**src/hdl/odc_pkg.sv**
```systemverilog
// Shared types and constants for the depth clustering block.
`default_nettype none

package odc_pkg;

  // Per-cluster statistics widths
  localparam int N_W = 24;
  localparam int S_W = 40;
  localparam int Q_W = 56;

  // Shared datapath widths
  localparam int ACC_W = 82;
  localparam int MC_W  = 80;
  localparam int MP_W  = 40;
  localparam int D_W   = 48;
  localparam int R_W   = 40;

  // Score format and divider shape
  localparam int SCORE_W = 24;
  localparam int FRAC_W  = 16;
  localparam int QUO_W   = 26;
  localparam int DCNT_W  = 5;
  localparam logic [DCNT_W-1:0] DIV_STEPS = DCNT_W'(QUO_W);
  localparam logic [SCORE_W-1:0] SCORE_MAX = {SCORE_W{1'b1}};

  // Initial square-root probe bit: highest power of four in the operand
  localparam logic [MC_W-1:0] SQ_ONE_INIT = {2'b01, {(MC_W-2){1'b0}}};

  // Configuration registers
  localparam int CFG_W     = 16;
  localparam int CFG_IDX_W = 1;
  localparam logic [CFG_IDX_W-1:0] REG_ZSCORE_LIMIT  = 1'b0;
  localparam logic [CFG_IDX_W-1:0] REG_REL_ERR_LIMIT = 1'b1;
  localparam logic [CFG_W-1:0] ZLIM_RESET = 16'd512;
  localparam logic [CFG_W-1:0] RLIM_RESET = 16'd6554;

  // Output field widths
  localparam int OUT_IDX_W = 4;
  localparam int OUT_CNT_W = 5;

  typedef enum logic [4:0] {
    ST_IDLE,
    ST_XX_MUL,
    ST_FETCH,
    ST_NX_INIT,
    ST_NX_MUL,
    ST_D_SUB,
    ST_D_ABS,
    ST_NQ_MUL,
    ST_SS_MUL,
    ST_SQ_INIT,
    ST_SQ_STEP,
    ST_ZDIV_INIT,
    ST_ZDIV,
    ST_RDIV_INIT,
    ST_RDIV,
    ST_SCORE,
    ST_DECIDE,
    ST_UFETCH,
    ST_UWRITE,
    ST_DONE
  } state_t;

endpackage

`default_nettype wire

```
**src/hdl/online_depth_clustering.sv**
```systemverilog
// Online leader clustering of depth samples on one shared add/subtract unit.
//
// Use: a sample beat (sample, trial_only) enters on sample_valid while
// sample_stall is low; one result beat leaves on result_valid per sample,
// taken while result_stall is low. The user writes limits on cfg_write with
// cfg_index/cfg_data while the block is idle; the block does not enforce it.
// Each cluster in use takes a fetch, three shift-add multiplies and, unless
// skipped, a 40-step square root and two 26-step divisions, all on the
// one 82-bit adder. sample_stall stays high from acceptance until the
// result is loaded into the output register; the next sample is then
// taken while that result still waits. A stalled receiver holds the
// block in its final step with the result pending.
// Reset clears all clusters by zeroing the count in use, clears result_valid
// and restores the limits to their defaults; no clearing pass is needed.
`default_nettype none

module online_depth_clustering
  import odc_pkg::*;
#(
  parameter int MAX_CLUSTERS = 16,
  parameter int SAMPLE_BITS  = 16
) (
  input  wire logic                   clk,
  input  wire logic                   rst,
  input  wire logic                   cfg_write,
  input  wire logic [CFG_IDX_W-1:0]   cfg_index,
  input  wire logic [CFG_W-1:0]       cfg_data,
  input  wire logic                   sample_valid,
  output logic                        sample_stall,
  input  wire logic [SAMPLE_BITS-1:0] sample,
  input  wire logic                   trial_only,
  output logic                        result_valid,
  input  wire logic                   result_stall,
  output logic                        matched,
  output logic [OUT_IDX_W-1:0]        cluster_index,
  output logic                        created,
  output logic                        dropped,
  output logic [SCORE_W-1:0]          fit_score,
  output logic [OUT_CNT_W-1:0]        clusters_in_use
);

  localparam int IDX_W = (MAX_CLUSTERS > 1) ? $clog2(MAX_CLUSTERS) : 1;
  localparam int CNT_W = $clog2(MAX_CLUSTERS + 1);
  localparam int XX_W  = 2 * SAMPLE_BITS;
  localparam int CL_SHIFT = Q_W - 2 * SAMPLE_BITS;
  localparam logic [N_W-1:0] COUNT_LIMIT =
    (CL_SHIFT < N_W) ? N_W'((64'd1 << CL_SHIFT) - 64'd1) : {N_W{1'b1}};

  state_t state, state_next;

  logic [SAMPLE_BITS-1:0] x, x_next;
  logic                   trial, trial_next;
  logic [XX_W-1:0]        xx, xx_next;
  logic [ACC_W-1:0]       acc, acc_next;
  logic [MC_W-1:0]        mcand, mcand_next;
  logic [MP_W-1:0]        mplier, mplier_next;
  logic [MC_W-1:0]        one, one_next;
  logic [DCNT_W-1:0]      cnt, cnt_next;
  logic [D_W-1:0]         d, d_next;
  logic [R_W-1:0]         root, root_next;
  logic [SCORE_W-1:0]     zp, zp_next, rp, rp_next;
  logic                   zok, zok_next, rok, rok_next;
  logic                   found, found_next;
  logic [IDX_W-1:0]       best, best_next;
  logic [SCORE_W-1:0]     best_score, best_score_next;
  logic [IDX_W-1:0]       idx, idx_next;
  logic [CNT_W-1:0]       used, used_next;
  logic [CFG_W-1:0]       zlim, rlim;

  // Pending result
  logic                   p_matched, p_matched_next;
  logic [IDX_W-1:0]       p_index, p_index_next;
  logic                   p_created, p_created_next;
  logic                   p_dropped, p_dropped_next;
  logic [SCORE_W-1:0]     p_fit, p_fit_next;
  logic                   load_out;

  // Cluster table
  logic [N_W-1:0] mem_n [MAX_CLUSTERS];
  logic [S_W-1:0] mem_s [MAX_CLUSTERS];
  logic [Q_W-1:0] mem_q [MAX_CLUSTERS];
  logic [N_W-1:0] rd_n;
  logic [S_W-1:0] rd_s;
  logic [Q_W-1:0] rd_q;
  logic           wr_en;
  logic [IDX_W-1:0] wr_addr;
  logic [N_W-1:0] wr_n;
  logic [S_W-1:0] wr_s;
  logic [Q_W-1:0] wr_q;

  // Shared adder
  logic [ACC_W-1:0] add_a, add_b, add_sum;
  logic             add_sub;
  assign add_sum = add_a + (add_sub ? ~add_b : add_b) + ACC_W'(add_sub);

  logic                 mul_done;
  logic [QUO_W-1:0]     quo;
  logic [SCORE_W-1:0]   quo_sat;
  logic [SCORE_W:0]     score_sum;
  logic [SCORE_W-1:0]   score;

  assign mul_done  = (mplier == '0);
  assign quo       = mplier[QUO_W-1:0];
  assign quo_sat   = (quo[QUO_W-1:SCORE_W] != '0) ? SCORE_MAX : quo[SCORE_W-1:0];
  assign score_sum = {1'b0, zp} + {1'b0, rp};
  assign score     = score_sum[SCORE_W] ? SCORE_MAX : score_sum[SCORE_W-1:0];

  assign sample_stall = (state != ST_IDLE);

  // Sequencer and datapath next values
  always_comb begin
    state_next      = state;
    x_next          = x;
    trial_next      = trial;
    xx_next         = xx;
    acc_next        = acc;
    mcand_next      = mcand;
    mplier_next     = mplier;
    one_next        = one;
    cnt_next        = cnt;
    d_next          = d;
    root_next       = root;
    zp_next         = zp;
    rp_next         = rp;
    zok_next        = zok;
    rok_next        = rok;
    found_next      = found;
    best_next       = best;
    best_score_next = best_score;
    idx_next        = idx;
    used_next       = used;
    p_matched_next  = p_matched;
    p_index_next    = p_index;
    p_created_next  = p_created;
    p_dropped_next  = p_dropped;
    p_fit_next      = p_fit;
    load_out        = 1'b0;
    wr_en           = 1'b0;
    wr_addr         = idx;
    wr_n            = '0;
    wr_s            = '0;
    wr_q            = '0;
    add_a           = acc;
    add_b           = mplier[0] ? ACC_W'(mcand) : '0;
    add_sub         = 1'b0;

    unique case (state)
      ST_IDLE: begin
        if (sample_valid) begin
          x_next          = sample;
          trial_next      = trial_only;
          acc_next        = '0;
          mcand_next      = MC_W'(sample);
          mplier_next     = MP_W'(sample);
          found_next      = 1'b0;
          best_next       = '0;
          best_score_next = '0;
          idx_next        = '0;
          state_next      = ST_XX_MUL;
        end
      end

      // x*x for the update and create paths
      ST_XX_MUL: begin
        if (mul_done) begin
          xx_next    = acc[XX_W-1:0];
          state_next = (used == '0) ? ST_DECIDE : ST_FETCH;
        end else begin
          acc_next    = add_sum;
          mcand_next  = mcand << 1;
          mplier_next = mplier >> 1;
        end
      end

      ST_FETCH: state_next = ST_NX_INIT;

      ST_NX_INIT: begin
        acc_next    = '0;
        mcand_next  = MC_W'(x);
        mplier_next = MP_W'(rd_n);
        state_next  = ST_NX_MUL;
      end

      ST_NX_MUL: begin
        if (mul_done) begin
          state_next = ST_D_SUB;
        end else begin
          acc_next    = add_sum;
          mcand_next  = mcand << 1;
          mplier_next = mplier >> 1;
        end
      end

      // D = |n*x - S|
      ST_D_SUB: begin
        add_b      = ACC_W'(rd_s);
        add_sub    = 1'b1;
        acc_next   = add_sum;
        state_next = ST_D_ABS;
      end

      ST_D_ABS: begin
        add_a       = '0;
        add_b       = acc;
        add_sub     = 1'b1;
        d_next      = acc[ACC_W-1] ? add_sum[D_W-1:0] : acc[D_W-1:0];
        acc_next    = '0;
        mcand_next  = MC_W'(rd_q);
        mplier_next = MP_W'(rd_n);
        state_next  = ST_NQ_MUL;
      end

      // V = n*Q - S*S, accumulated in place
      ST_NQ_MUL: begin
        if (mul_done) begin
          mcand_next  = MC_W'(rd_s);
          mplier_next = MP_W'(rd_s);
          state_next  = ST_SS_MUL;
        end else begin
          acc_next    = add_sum;
          mcand_next  = mcand << 1;
          mplier_next = mplier >> 1;
        end
      end

      ST_SS_MUL: begin
        add_sub = 1'b1;
        if (mul_done) begin
          state_next = ST_SQ_INIT;
        end else begin
          acc_next    = add_sum;
          mcand_next  = mcand << 1;
          mplier_next = mplier >> 1;
        end
      end

      // Negative variance counts as zero
      ST_SQ_INIT: begin
        if (acc[ACC_W-1]) begin
          root_next  = '0;
          state_next = ST_ZDIV_INIT;
        end else begin
          mcand_next = '0;
          one_next   = SQ_ONE_INIT;
          state_next = ST_SQ_STEP;
        end
      end

      // Digit-by-digit square root: acc is the remainder, mcand the root
      ST_SQ_STEP: begin
        add_b   = ACC_W'(mcand | one);
        add_sub = 1'b1;
        if (one == '0) begin
          root_next  = mcand[R_W-1:0];
          state_next = ST_ZDIV_INIT;
        end else begin
          if (!add_sum[ACC_W-1]) begin
            acc_next   = add_sum;
            mcand_next = (mcand >> 1) | one;
          end else begin
            mcand_next = mcand >> 1;
          end
          one_next = one >> 2;
        end
      end

      ST_ZDIV_INIT: begin
        if (root == '0) begin
          zp_next    = (d == '0) ? '0 : SCORE_MAX;
          zok_next   = (d == '0);
          state_next = ST_RDIV_INIT;
        end else begin
          acc_next    = ACC_W'(d) << FRAC_W;
          mcand_next  = MC_W'(root) << (QUO_W - 1);
          mplier_next = '0;
          cnt_next    = '0;
          state_next  = ST_ZDIV;
        end
      end

      ST_RDIV_INIT: begin
        if (rd_s == '0) begin
          rp_next    = (d == '0) ? '0 : SCORE_MAX;
          rok_next   = 1'b0;
          state_next = ST_SCORE;
        end else begin
          acc_next    = ACC_W'(d) << FRAC_W;
          mcand_next  = MC_W'(rd_s) << (QUO_W - 1);
          mplier_next = '0;
          cnt_next    = '0;
          state_next  = ST_RDIV;
        end
      end

      // Restoring division, quotient collects in mplier
      ST_ZDIV, ST_RDIV: begin
        add_b   = ACC_W'(mcand);
        add_sub = 1'b1;
        if (cnt == DIV_STEPS) begin
          if (state == ST_ZDIV) begin
            zp_next    = quo_sat;
            zok_next   = (quo < (QUO_W'(zlim) << 8));
            state_next = ST_RDIV_INIT;
          end else begin
            rp_next    = quo_sat;
            rok_next   = (quo < QUO_W'(rlim));
            state_next = ST_SCORE;
          end
        end else begin
          if (!add_sum[ACC_W-1]) begin
            acc_next    = add_sum;
            mplier_next = {mplier[MP_W-2:0], 1'b1};
          end else begin
            mplier_next = {mplier[MP_W-2:0], 1'b0};
          end
          mcand_next = mcand >> 1;
          cnt_next   = cnt + 1'b1;
        end
      end

      // Keep the lowest-scoring fit, lowest index on a tie
      ST_SCORE: begin
        if ((zok || rok) && (!found || (score < best_score))) begin
          found_next      = 1'b1;
          best_next       = idx;
          best_score_next = score;
        end
        if ((CNT_W'(idx) + CNT_W'(1)) == used) begin
          state_next = ST_DECIDE;
        end else begin
          idx_next   = idx + 1'b1;
          state_next = ST_FETCH;
        end
      end

      ST_DECIDE: begin
        p_matched_next = 1'b0;
        p_created_next = 1'b0;
        p_dropped_next = 1'b0;
        p_index_next   = '0;
        p_fit_next     = '0;
        state_next     = ST_DONE;
        if (found) begin
          p_matched_next = 1'b1;
          p_index_next   = best;
          p_fit_next     = best_score;
          if (!trial) begin
            idx_next   = best;
            state_next = ST_UFETCH;
          end
        end else if (used < CNT_W'(MAX_CLUSTERS)) begin
          p_created_next = 1'b1;
          p_index_next   = IDX_W'(used);
          if (!trial) begin
            wr_en     = 1'b1;
            wr_addr   = IDX_W'(used);
            wr_n      = N_W'(1);
            wr_s      = S_W'(x);
            wr_q      = Q_W'(xx);
            used_next = used + 1'b1;
          end
        end else begin
          p_dropped_next = 1'b1;
        end
      end

      ST_UFETCH: state_next = ST_UWRITE;

      // A cluster at the count limit still matches but is left as is
      ST_UWRITE: begin
        if (rd_n < COUNT_LIMIT) begin
          wr_en = 1'b1;
          wr_n  = rd_n + 1'b1;
          wr_s  = rd_s + S_W'(x);
          wr_q  = rd_q + Q_W'(xx);
        end
        state_next = ST_DONE;
      end

      ST_DONE: begin
        if (!result_valid || !result_stall) begin
          load_out   = 1'b1;
          state_next = ST_IDLE;
        end
      end

      default: state_next = ST_IDLE;
    endcase
  end

  // Control registers
  always_ff @(posedge clk) begin
    if (rst) begin
      state <= ST_IDLE;
      used  <= '0;
      found <= 1'b0;
    end else begin
      state <= state_next;
      used  <= used_next;
      found <= found_next;
    end
  end

  // Datapath registers
  always_ff @(posedge clk) begin
    x          <= x_next;
    trial      <= trial_next;
    xx         <= xx_next;
    acc        <= acc_next;
    mcand      <= mcand_next;
    mplier     <= mplier_next;
    one        <= one_next;
    cnt        <= cnt_next;
    d          <= d_next;
    root       <= root_next;
    zp         <= zp_next;
    rp         <= rp_next;
    zok        <= zok_next;
    rok        <= rok_next;
    best       <= best_next;
    best_score <= best_score_next;
    idx        <= idx_next;
    p_matched  <= p_matched_next;
    p_index    <= p_index_next;
    p_created  <= p_created_next;
    p_dropped  <= p_dropped_next;
    p_fit      <= p_fit_next;
  end

  // Limit registers
  always_ff @(posedge clk) begin
    if (rst) begin
      zlim <= ZLIM_RESET;
      rlim <= RLIM_RESET;
    end else if (cfg_write) begin
      unique case (cfg_index)
        REG_ZSCORE_LIMIT:  zlim <= cfg_data;
        REG_REL_ERR_LIMIT: rlim <= cfg_data;
        default: ;
      endcase
    end
  end

  // Cluster table: one write, one registered read
  always_ff @(posedge clk) begin
    if (wr_en) begin
      mem_n[wr_addr] <= wr_n;
      mem_s[wr_addr] <= wr_s;
      mem_q[wr_addr] <= wr_q;
    end
    rd_n <= mem_n[idx];
    rd_s <= mem_s[idx];
    rd_q <= mem_q[idx];
  end

  // Output beat
  always_ff @(posedge clk) begin
    if (rst) begin
      result_valid <= 1'b0;
    end else if (load_out) begin
      result_valid <= 1'b1;
    end else if (!result_stall) begin
      result_valid <= 1'b0;
    end
  end

  always_ff @(posedge clk) begin
    if (load_out) begin
      matched         <= p_matched;
      cluster_index   <= OUT_IDX_W'(p_index);
      created         <= p_created;
      dropped         <= p_dropped;
      fit_score       <= p_fit;
      clusters_in_use <= OUT_CNT_W'(used);
    end
  end

  // Exactly one outcome per result
  a_one_outcome: assert property (@(posedge clk) disable iff (rst)
    result_valid |-> $onehot({matched, created, dropped}))
    else $error("result carries no single outcome");

  a_used_bound: assert property (@(posedge clk) disable iff (rst)
    used <= CNT_W'(MAX_CLUSTERS))
    else $error("cluster count beyond table size");

  a_write_in_range: assert property (@(posedge clk) disable iff (rst)
    wr_en |-> (CNT_W'(wr_addr) <= used))
    else $error("table write beyond clusters in use");

  a_drop_fields: assert property (@(posedge clk) disable iff (rst)
    (result_valid && dropped) |-> (fit_score == '0 && cluster_index == '0))
    else $error("dropped result with nonzero fields");

  a_done_loads: assert property (@(posedge clk) disable iff (rst)
    (state == ST_DONE && !(result_valid && result_stall))
      |=> (result_valid && state == ST_IDLE))
    else $error("finished result not loaded");

endmodule

`default_nettype wire

```
**config.mk**
```make
export PLATFORM = sky130hd
export DESIGN_NAME = online_depth_clustering
export DESIGN_NICKNAME = d
export VERILOG_FILES = /design/src/hdl/odc_pkg.sv /design/src/hdl/online_depth_clustering.sv
export SDC_FILE = /design/constraint.sdc
export NUM_CORES = 2
export LEC_CHECK = 0
export BUFFER_PORTS_ARGS = -buffer_cell sky130_fd_sc_hd__buf_2
export CAP_MARGIN = 20
export CORE_ASPECT_RATIO = 0.5
export CORE_MARGIN = 5
export CORE_UTILIZATION = 54
export CTS_BUF_LIST = sky130_fd_sc_hd__clkbuf_8
export DETAILED_ROUTE_END_ITERATION = 8
export PLACE_DENSITY = 0.7
export SKIP_LAST_GASP = 1
export SYNTH_ARGS = -nofsm -noshare
export SYNTH_HDL_FRONTEND = slang
export SYNTH_SLANG_ARGS = --single-unit
export TNS_END_PERCENT = 5
```
**constraint.sdc**
```tcl
create_clock -name clk -period 26 [get_ports clk]
set_clock_uncertainty 0.1 [all_clocks]
set_input_delay 2.6 -clock clk [delete_from_list [all_inputs] [get_ports clk]]
set_output_delay 2.6 -clock clk [all_outputs]
set_load 0.005 [all_outputs]
```
# After elaboration in Yosys (flattened, before gate mapping)
# Memory sizes are Yosys's and may differ from the RTL's. A register that Yosys moved wholly into a read port is not among the register bits.
# Index checks and enable logic that the tools add are counted.
# op_classes
bitwise_logic,6
n_eq_ne,46
muxes,126
n_reduce_logical,46
magnitude_cmp,5
addsub,10
# ops
op,n
80-bit 2-to-1 mux,12
80-bit one-hot mux with 10 select lines,1
82-bit 2-to-1 mux,9
82-bit one-hot mux with 8 select lines,1
40-bit 2-to-1 mux,9
82-bit one-hot mux with 4 select lines,1
24-bit 2-to-1 mux,12
40-bit one-hot mux with 7 select lines,1
24-bit one-hot mux with 2 select lines,4
40-bit one-hot mux with 2 select lines,2
80-bit one-hot mux with 2 select lines,1
40-bit logical NOT,3
56-bit one-hot mux with 2 select lines,1
32-bit 2-to-1 mux,3
5-bit one-hot mux with 19 select lines,1
82-bit by 1-bit adder with 82-bit output,1
82-bit adder,1
82-bit NOT,1
80-bit logical NOT,1
79-bit by 80-bit bitwise OR with 80-bit output,1
80-bit bitwise OR,1
5-bit 2-to-1 mux,13
56-bit by 32-bit adder with 56-bit output,1
56-bit 2-to-1 mux,1
other kinds (51),157
# totals
mem_bits_rw,1920
regBits,617
in_bits,39
mem_count,3
output_inout_bits,38
# mem_list
name,depth,width,read_ports,rd_ports_with_merged_regs,wr,line_no,rtl
mem_q,16,56,1,1,1,online_depth_clustering.sv:81,logic [Q_W-1:0] mem_q [MAX_CLUSTERS];
mem_s,16,40,1,1,1,online_depth_clustering.sv:80,logic [S_W-1:0] mem_s [MAX_CLUSTERS];
mem_n,16,24,1,1,1,online_depth_clustering.sv:79,logic [N_W-1:0] mem_n [MAX_CLUSTERS];

# Longest topological paths before layout
# logic_depth
depth_word,10
depth_mapped,25
ltp_nobuf,22

# Worst setup path after synthesis
# Ideal clock, no wire load.
# synth_timing
path_kind,input-to-reg
from,in sample_valid
to,"reg mcand[0], enable pin"
setup_slack_ns,9.559
n_path_buf,0
required_time_ns,24.957
cell_stages,4
t_arrival_ns,15.398
cell_sequence,nor2_1 -> nor3b_1 -> nand2_1 -> a2111oi_0
# synth_between
elab_chain_len,2
# synth_rtl
element,line_no,rtl
from (decl),online_depth_clustering.sv:28,"input wire logic sample_valid,"
2-bit != test (no source line),--,
8-bit AND reduction (no source line),--,
to (signal assigned),online_depth_clustering.sv:410,mcand <= mcand_next;
to (decl),online_depth_clustering.sv:55,"logic [MC_W-1:0] mcand, mcand_next;"
# Every way passes these cells.
# A chain may end at the register's enable or synchronous reset.

# Worst setup path after layout
# layout_timing
from,reg state[2]
to,"reg acc[46], enable pin"
# layout_between
elab_chain_len,4
elab_cells_between_ends,24
# layout_rtl
element,line_no,rtl
from (decl),online_depth_clustering.sv:49,"state_t state, state_next;"
from (signal assigned),online_depth_clustering.sv:398,state <= state_next;
5-bit by 4-bit equality test with 1-bit output (tied with other cells),online_depth_clustering.sv:147,unique case (state)
4-bit OR reduction (no source line) (tied with other cells),--,
8-bit nonzero test (no source line) / 2-bit != test (equally long branches),--,
7-bit AND reduction (no source line) *,--,
to (signal assigned),online_depth_clustering.sv:409,acc <= acc_next;
to (decl),online_depth_clustering.sv:54,"logic [ACC_W-1:0] acc, acc_next;"
# Every way passes the cells marked *; elsewhere a longest branch is shown, timed or not.

==> results.sh <==
export IMPL_status="finished with violations"
export IMPL_violations="DRC"
export IMPL_drtPass1Iterations=9
export IMPL_critical_path_buf_inv_count=6
export IMPL_crit_required_ns=26.43
export IMPL_timing_final_crit_share_pct=30.11
export IMPL_whs_endpoint="dropped"
export IMPL_holdCritStartpoint="p_dropped"
export IMPL_synth_area_um2=113300
export IMPL_dpl_hpwl_um=190300
export IMPL_crit_chain="buf_4 > nand2_1 > or4_2 > buf_4 > inv_6 > buf_4 > a221oi_1 > a21o_1 > ha_1 > nand2_1 > nor4_1 > o21ai_0 > a21oi_1 > nor3_1 > a31oi_4 > a21o_1 > a311oi_1 > or2_2 > buf_4 > a21oi_4 > buf_4"
export IMPL_synth_edf_count=2453
export IMPL_finalWirelength_um=312400
export IMPL_hold_depth=0
export IMPL_coreArea_um2=207700
export IMPL_r2r_start="state[2]"
export IMPL_overflow=0
export IMPL_postCtsSetupBuffers=0
export IMPL_yosys_cell_types_count=95
export IMPL_drv_cap=0
export IMPL_ir_worst_vdd_v=0.0001106
export IMPL_synth_seq_area_share_pct=67.92
export IMPL_arrival_ns=8.26
export IMPL_syn_num_nets=7219
export IMPL_cts_resized_gates=0
export IMPL_synthArstFlopShare_pct=0
export IMPL_ys_flop_type="edfxtp_1"
export IMPL_end_kind="flop"
export IMPL_via_count=67852
export IMPL_drt_iter0_markers=10983
export IMPL_ys_ff_latch=2617
export IMPL_synth_cells=6965
export IMPL_power_leakage_nw=45.50
export IMPL_cts_tree="yes"
export IMPL_clockBufferDepth=4
export IMPL_row_count=118
export IMPL_reg2reg_depth=21
export IMPL_chipWidth_um=657.7
export IMPL_ys_warn_count=0
export IMPL_setup_viol=0
export IMPL_fmax_mhz=127.7
export IMPL_clk_latency_ns=0.98
export IMPL_clk_pin_slew_worst_paths_ns=0.07
export IMPL_post_route_drc_count=17
export IMPL_grt_pass1_wl_um=454200
export IMPL_die_area_um2=219600
export IMPL_rrSetupSlack_ns=18.17
export IMPL_port_buffer_count=76
export IMPL_grt_total_usage_pct=28.04
export IMPL_wire_per_inst_um=30.43
export IMPL_cts_buffers=367
export IMPL_h_tree_depth=5
export IMPL_die_h_um=333.9
export IMPL_instances_no_fill=10265
export IMPL_rsz0062_at_grt="no"
export IMPL_critPathSlowestCell="buf_4"
export IMPL_first_global_vias=65478
export IMPL_drive_gt1_share_pct=19.73
export IMPL_grt_max_degree=142
export IMPL_worstMarginPinSlew_ns=1.115
export IMPL_slew_viol_final=0
export IMPL_ant_nets=0
export IMPL_cts_root_buffer="clkbuf_8"
export IMPL_antenna_found_initial=18
export IMPL_crit_top_cell="buf_4"
export IMPL_ios=77
export IMPL_routabilityCongestion=0.9583
export IMPL_hold_path_class="reg2reg"
export IMPL_synthToLayoutAreaGrowth_pct=9.976
export IMPL_fin_setup_tns_ns=0
export IMPL_start_kind="flop"
export IMPL_hold_buffers=0
export IMPL_timing_rr_end="acc[46]"
export IMPL_syn_mean_instance_area_um2=16.26
export IMPL_layout_nets=7454
export IMPL_power_density_nw_per_um2=104.0
export IMPL_critPathTopFamily="buffers and inverters"
export IMPL_dp_cells=9585
export IMPL_critPathMaxFanout=72
export IMPL_viasPerCell=6.610
export IMPL_crit_type="reg2reg"
export IMPL_initial_core_util_pct=54.53
export IMPL_clock_sinks=2617
export IMPL_min_period_ns=7.828
export IMPL_finalHoldViolations=0
export IMPL_slew_headroom_pct=24.67
export IMPL_crit_path_max_incr_delay_ns=0.80
-- how the worst max path moves through the flow --
stage	startpoint	endpoint	slack (ns)	cells after the start
2_1_floorplan	sample_valid	mcand[0]	9.56	4
3_3_place_gp	state[0]	acc[27]	18.39	20
3_5_place_dp	state[0]	acc[46]	18.32	20
4_1_cts	state[0]	acc[46]	18.34	20
5_1_grt	state[0]	acc[46]	17.97	20
6_report	state[2]	acc[46]	18.17	21
-- synthesized netlist by cell type, types with 29 or more instances --
cell	n	area [um^2]
nand2_1	555	2083
ha_1	211	2640
o21bai_1	33	247.7
nand3_1	89	445.4
a22o_1	85	744.5
and3_1	88	550.5
a21o_1	116	870.8
nand2b_1	29	181.4
xnor2_1	90	788.3
o21ai_0	227	1136
clkbuf_1	328	1231
xor2_1	107	937.2
nor2b_1	32	200.2
a211oi_1	44	330.3
mux4_2	600	13510
nor3_1	51	255.2
edfxtp_1	2453	73660
a221oi_1	73	639.4
nand4_1	69	431.7
nor4_1	56	350.3
inv_1	172	645.6
a22oi_1	81	608.1
nor2_1	307	1152
buf_1	55	206.5
mux2_2	30	337.8
and2_1	121	757.0
a222oi_1	68	680.7
a21oi_1	256	1281
dfxtp_1	164	3283
-- logic make-up after synthesis --
group	after synthesis	synth area share [%]
AO/OA/AOI/OAI	1234	7.649
multiplexers	636	12.28
XOR/XNOR	197	1.523
AND/OR/NAND/NOR	1485	6.252
flip-flops	2617	67.92
buffers and inverters	581	1.973
adder cells (fa/ha/maj)	215	2.401
-- flip-flops by register name (all words and copies together), names as in the netlist, 16 cells and up --
signal,count
zlim,16
p_fit,24
xx,32
best_score,24
rd_n,24
rlim,16
x,16
mem_s,640
fit_score,24
mem_q,896
rd_q,56
zp,24
rd_s,40
root,40
mcand,80
one,40
rp,24
mplier,40
acc,82
mem_n,384
d,48
-- layer usage --
metal / GRT usage [%] / wire, um / vias to the layer above
met5: 0 / 50 / -
met2: 39.02 / 131700 / 4221
li1: - / - / 28443
met3: 9.763 / 45740 / 602
met1: 42.22 / 126100 / 34580
met4: 7.771 / 8786 / 6
-- where the power goes --
part           switching [W]  total (W)  internal, W
clock network        0.00156    0.00311      0.00155
registers           0.000525    0.00563      0.00511
logic                0.00262    0.00421      0.00159
-- worst reg2reg max path, delay by kind of cell (launching register included) --
| family | cells | cell delay, ns |
|---|---|---|
| buffers and inverters | 6 | 2.88 |
| AO/OA/AOI/OAI | 8 | 1.87 |
| AND/OR/NAND/NOR | 6 | 1.81 |
| adder cells (fa/ha/maj) | 1 | 0.43 |
| flip-flops | 1 | 0.31 |
-- through the flow --
stage	util [%]	hold WS, ns	area [um^2]	total power (W)	setup WS, ns
6_report	59.97	0.3135	124600	0.01295	18.17
3_5_place_dp	56.56	0.3045	117500	0.009781	18.32
2_1_floorplan	-	0.3003	113300	0.008402	9.559
5_1_grt	59.97	0.3299	124600	0.01353	17.97
3_3_place_gp	56.53	0.3029	117400	0.009755	18.39
4_1_cts	59.94	0.3168	124500	0.01287	18.34
-- placed cells by master, fill, tap and decap left out, drive strengths merged, types with 29 or more instances in the layout --
cell and count:
dfxtp 164, and2 122, nor2 308, a221oi 74
nand2b 29, o21ai 250, buf 270, nand3 89
nand2 555, xnor2 90, nor2b 32, nand4 69
nor3 53, a21o 116, o21bai 33, a222oi 68
inv 286, clkinv 129, ha 211, and3 88
mux4 600, nor4 57, a22oi 81, clkbuf 414
a211oi 50, edfxtp 2453, a22o 85, a21oi 258
mux2 30, xor2 107
-- area by class of cell --
cell class / instances / area, um^2
Tap cell: 2760 / 3453
Clock inverter: 254 / 1330
Clock buffer: 413 / 5684
Timing Repair Buffer: 271 / 2056
Inverter: 176 / 673.1
Sequential cell: 2617 / 76940
Antenna cell: 7 / 17.52
Multi-Input combinational cell: 3767 / 34420
Fill cell: 15130 / 83150
Power figures use the tool's default switching activity.
